## config.mk

```make
export PLATFORM = sky130hd
export DESIGN_NAME = pocol_addr
export DESIGN_NICKNAME = d
export VERILOG_FILES = /design/src/rtl/pocol_pkg.sv /design/src/rtl/pocol_addr.sv
export SDC_FILE = /design/constraint.sdc
export NUM_CORES = 1
export LEC_CHECK = 0
export ABC_AREA = 1
export BUFFER_PORTS_ARGS = -buffer_cell sky130_fd_sc_hd__buf_2
export CORE_MARGIN = 5
export CORE_UTILIZATION = 60
export DETAILED_ROUTE_END_ITERATION = 8
export PLACE_DENSITY = 0.83
export SLEW_MARGIN = 30
export SYNTH_ARGS = -nofsm -noshare
export SYNTH_HDL_FRONTEND = slang
export SYNTH_SLANG_ARGS = --single-unit
```

## constraint.sdc

```tcl
create_clock -name clk -period 6.3 [get_ports clk]
set_input_delay 0.315 -clock clk [delete_from_list [all_inputs] [get_ports clk]]
set_output_delay 0.315 -clock clk [all_outputs]
set_load 0.02 [all_outputs]
```

## src/rtl/pocol_pkg.sv

```systemverilog
// shared constants and types of the pixel overlap collision test
package pocol_pkg;

  // command codes of an input word
  localparam logic [1:0] CMD_CLEAR = 2'd0;
  localparam logic [1:0] CMD_DRAW  = 2'd1;
  localparam logic [1:0] CMD_TEST  = 2'd2;

  // configuration register indexes
  localparam logic REG_AREA_WIDTH  = 1'b0;
  localparam logic REG_AREA_HEIGHT = 1'b1;

  // reset values of the area registers
  localparam logic [8:0] AREA_WIDTH_RST  = 9'd256;
  localparam logic [8:0] AREA_HEIGHT_RST = 9'd256;

  // default map dimensions
  localparam int AREA_MAX_WIDTH_DEF  = 256;
  localparam int AREA_MAX_HEIGHT_DEF = 256;

  // map port control from the pipeline
  typedef struct packed {
    logic rd_en;
    logic wr_en;
    logic wr_bit;
  } map_ctrl_t;

endpackage

```

## src/rtl/pocol_addr.sv

```systemverilog
// area clipping and cell index stage
module pocol_addr #(
  parameter int AREA_MAX_WIDTH  = 256,
  parameter int AREA_MAX_HEIGHT = 256,
  parameter int ADDR_W          = 16
) (
  input  logic              clk,
  input  logic              en,
  input  logic [8:0]        col,
  input  logic [8:0]        row,
  input  logic [8:0]        area_width,
  input  logic [8:0]        area_height,
  output logic [ADDR_W-1:0] idx,
  output logic              in_area
);
  import pocol_pkg::*;

  localparam int W_LIM = (AREA_MAX_WIDTH < 511) ? AREA_MAX_WIDTH : 511;
  localparam int H_LIM = (AREA_MAX_HEIGHT < 511) ? AREA_MAX_HEIGHT : 511;

  logic [8:0]  w_eff;
  logic [8:0]  h_eff;
  logic [17:0] prod;
  logic [18:0] sum;

  // effective area: zero taken as one, saturate at the map size
  always_comb begin
    if (area_width == 9'd0) begin
      w_eff = 9'd1;
    end else if (32'(area_width) > W_LIM) begin
      w_eff = 9'(W_LIM);
    end else begin
      w_eff = area_width;
    end
    if (area_height == 9'd0) begin
      h_eff = 9'd1;
    end else if (32'(area_height) > H_LIM) begin
      h_eff = 9'(H_LIM);
    end else begin
      h_eff = area_height;
    end
  end

  // row-major cell index with the current stride
  assign prod = 18'(row) * 18'(w_eff);
  assign sum  = 19'(prod) + 19'(col);

  always_ff @(posedge clk) begin
    if (en) begin
      idx     <= ADDR_W'(sum);
      in_area <= (col < w_eff) && (row < h_eff);
    end
  end

endmodule

```

After elaboration in Yosys (flattened, before gate mapping)
Index checks and enable logic that the tools add are counted.
- flip-flop bits (word level): 17
- output and inout port bits: 17
- word-level logic and storage cells: 15
- $add $sub $neg: 1
- multipliers: 1
- order comparisons: 4
- muxes and demuxes: 4
- reduce and logical (&&, ||, !) cells: 3
- operators with widths (cell ; count):
    two-way mux 9 bit ; 4
    greater-than comparator 9 bit, second input constant ; 2
    zero test 9 bit ; 2
    less-than comparator 9 bit ; 2
    adder 16 x 9 -> 16 bit ; 1
    multiplier 9 x 9 -> 16 bit ; 1
    logical AND 1 bit ; 1

Logic depth before layout (Yosys ltp)
- depth after elaboration: 5
- mapped depth: 28

Least setup slack after synthesis
No wires, ideal clock.
- kind: input port to flip-flop
- start point: input port area_width[1]
- end point: register idx[14], data pin
- library setup time: 0.252 ns
- data arrival time: 4.639 ns
- path slack: 1.409 ns
- stages on the path: 25
- buffers on the path: 0
- cell sequence: nor2_1 nand2_2 nor2_4 nor2_1 inv_2 nand2_4 inv_2 nand2_1 fa_1 inv_1 fa_1 inv_1 fa_1 inv_1 fa_1 inv_1 fa_1 inv_1 ha_1 a21oi_2 o21ai_1 a21oi_1 nand2_1 nand2_1 nand2_1
- cells in the longest elaborated chain, start to end: 5
- ends and longest elaborated chain (element ; RTL line ; RTL):
    start: declaration ; pocol_addr.sv:11 ; input logic [8:0] area_width,
    greater-than comparator 9 bit ; pocol_addr.sv:30 ; end else if (32'(area_width) > W_LIM) begin
    two-way mux 9 bit ; pocol_addr.sv:30 ;
    two-way mux 9 bit * ; pocol_addr.sv:28 ; if (area_width == 9'd0) begin
    multiplier 9 x 9 -> 16 bit * ; pocol_addr.sv:45 ; assign prod = 18'(row) * 18'(w_eff);
    adder 16 x 9 -> 16 bit * ; pocol_addr.sv:46 ; assign sum = 19'(prod) + 19'(col);
    named net sum[14] ; pocol_addr.sv:24 ; logic [18:0] sum;
    end signal: assignment ; pocol_addr.sv:50 ; idx <= ADDR_W'(sum);
    end: declaration ; pocol_addr.sv:13 ; output logic [ADDR_W-1:0] idx,
The timed path passes the listed nets; every way through them passes the cells marked *.
A chain may end at the register's enable or synchronous reset.

Final worst setup path
Same ends and word-level chain as after synthesis.

==> metrics <==
Final nets=708; share of cells above drive strength 1=13.7%; status=finished, final reports clean; EDFF count, synth=17; DR iter-0 viols=202; worst vdd ir=0.000265 V; cts hold-fix bufs=0; CP Max Fanout=7; CTS tree=built; num rows=29; Startpoint Class=input pin; First-pass DRT Iterations=5; Max Cap Violations=0; largest net degree at the start of global routing=18; Yosys reg bits=17; gr usage total=22.7%; Root Driver=clkbuf_8; synthesized cell area=approximately 4000 µm²; vias in the first global route=3438; post-CTS setup buffers=0; final WL=9.12 mm; Final Cycle Share=between 80% and 90%; initial antenna violation count=0; CP top delay family=adder cells; Hold Path Class=in2reg; CP required=~6.3 ns; input/output buffers=54; final worst setup slack=1.24 ns; asr flop ratio synth=0%; Slowest Stage Delay on Critical Path=0.54 ns; WP data arrival=5.08 ns; Slew headroom=between 70 and 80%; effective utilization at floorplan=62.0%; Num CTS Buffers=3; commonest non-fill, non-tap cell in the layout=nand2_1; routed vias/inst=roughly 5.4; Die Ht=around 91 µm; setup_tns=0 ns; Slew @ Worst Pin=around 0.42 ns; commonest cells after routing, fill and taps aside=nand2_1, inv_1, nor2_1, ha_1; Hold Path Cell Cnt=2; Remaining DRCs=0; Clk pin slew, worst setup/hold paths=0.07 ns; syn_nets=650; Layout area overhead=10.2%; global route total overflow=0; Cells after Synth=498; RSZ-0062 raised after global routing=no; ANT cells=0; sequential fraction of the synthesis area=12.9%; count of final setup violators=0; Die Area=8320 µm²; CP endpoint kind=register; global-route wire length before repair=15.5 mm; fin util=68.2%; FMAX=between 150 and 200 MHz; Yosys cell types=31; clock sink count=17; via count=3434; H-tree depth=1; Clock Path Buffers=2; Die X=91.2 µm; Boundary Pins=55; Leak=roughly 2.5 nW; Most used DFF post-synth=edfxtp_1; Critical Path Stages=26; syn_area_per_cell=about 7.9 µm²; WL/cell=between 10 and 15 µm; Core ar.=between 6000 and 7000 µm²; Buf/Inv on CP=8; dpl hpwl=8.00 mm; fin crit period=5.06 ns; Synth Warn #=0; final hold vios=0; PwrDens=241 nW/µm²; CP max stage cell=fa_1; dpl ws=between 0.9 and 1 ns; GP Congestion=0.944; Max Slew Vio Count=0; CP Class=in2reg; ANT nets after route=0; post-cts sizing count=0
## cell type report
| type | count | area (µm²) |
|---|---|---|
| fill | 544 | 2030 |
| inverter | 94 | 358 |
| tap | 77 | 96.3 |
| clock inverter | 1 | 5.00 |
| clock buffer | 3 | 41.3 |
| sequential | 17 | 510 |
| timing repair buffer | 54 | 270 |
| multi-input combinational | 386 | 3080 |
## power breakdown
group	switching [mW]	total, mW	internal [mW]	leakage [nW]
clock network	0.0399	0.0839	0.0440	0.0255
logic	0.487	0.765	0.278	2.32
registers	0.00808	0.201	0.193	0.166
## Yosys cell counts (2+ instances only)
master / number / area, µm²
clkinv_1: 2 / 7.51
a21oi_1: 25 / 125
nand2_1: 121 / 454
inv_1: 86 / 323
xnor2_1: 2 / 17.5
xor2_1: 7 / 61.3
o21ai_1: 3 / 15.0
nand4_1: 6 / 37.5
ha_1: 60 / 751
edfxtp_1: 17 / 510
nor2_1: 63 / 236
nand3_1: 19 / 95.1
nand2_4: 5 / 56.3
inv_2: 5 / 18.8
nand2_2: 2 / 12.5
fa_1: 54 / 1080
o21ai_0: 7 / 35.0
## worst paths after layout
check                         start           endpoint  slack, ns
worst max-delay path  area_width[1]  idx[14]$_DFFE_PP_       1.24
worst min-delay path         col[0]   idx[0]$_DFFE_PP_       0.37
## cells by family (layout without fill, tap and decap cells)
family / Yosys count / count (layout) / share of synthesized area (%)
buffers and inverters: 95 / 152 / 9.33
xor gates and xnor gates: 9 / 9 / 1.99
and+or+nand+nor: 225 / 225 / 24.4
DFF: 17 / 17 / 12.9
adders and majority gates: 114 / 114 / 46.3
AOI/OAI and AO/OA: 38 / 38 / 5.03
## sequential cells by signal, indices dropped and copies added (netlist names)
| name | cells |
|---|---|
| idx | 16 |
| in_area | 1 |
## per-stage QoR
| stage | instances | total power, mW | hold slack (ns) | area (µm²) |
|---|---|---|---|---|
| floorplan | 498 | 0.775 | 0.427 | 3960 |
| global placement | 628 | 0.951 | 0.633 | 4310 |
| detailed placement | 628 | 0.968 | 0.637 | 4310 |
| CTS | 632 | 1.06 | 0.371 | 4360 |
| global route | 632 | 1.17 | 0.392 | 4360 |
| finish | 632 | 1.05 | 0.374 | 4360 |
## routing by layer
| layer | vias up | track usage (%) | share of wire [%] |
|---|---|---|---|
| li1 | 1680 | - | - |
| met1 | 1622 | 31.1 | 42 |
| met2 | 112 | 37.7 | 50 |
| met3 | 20 | 2.89 | 5.5 |
| met4 | 0 | 6.48 | 2.2 |
| met5 | - | 0 | 0 |
Note: power is estimated with default switching activity, not from simulation.
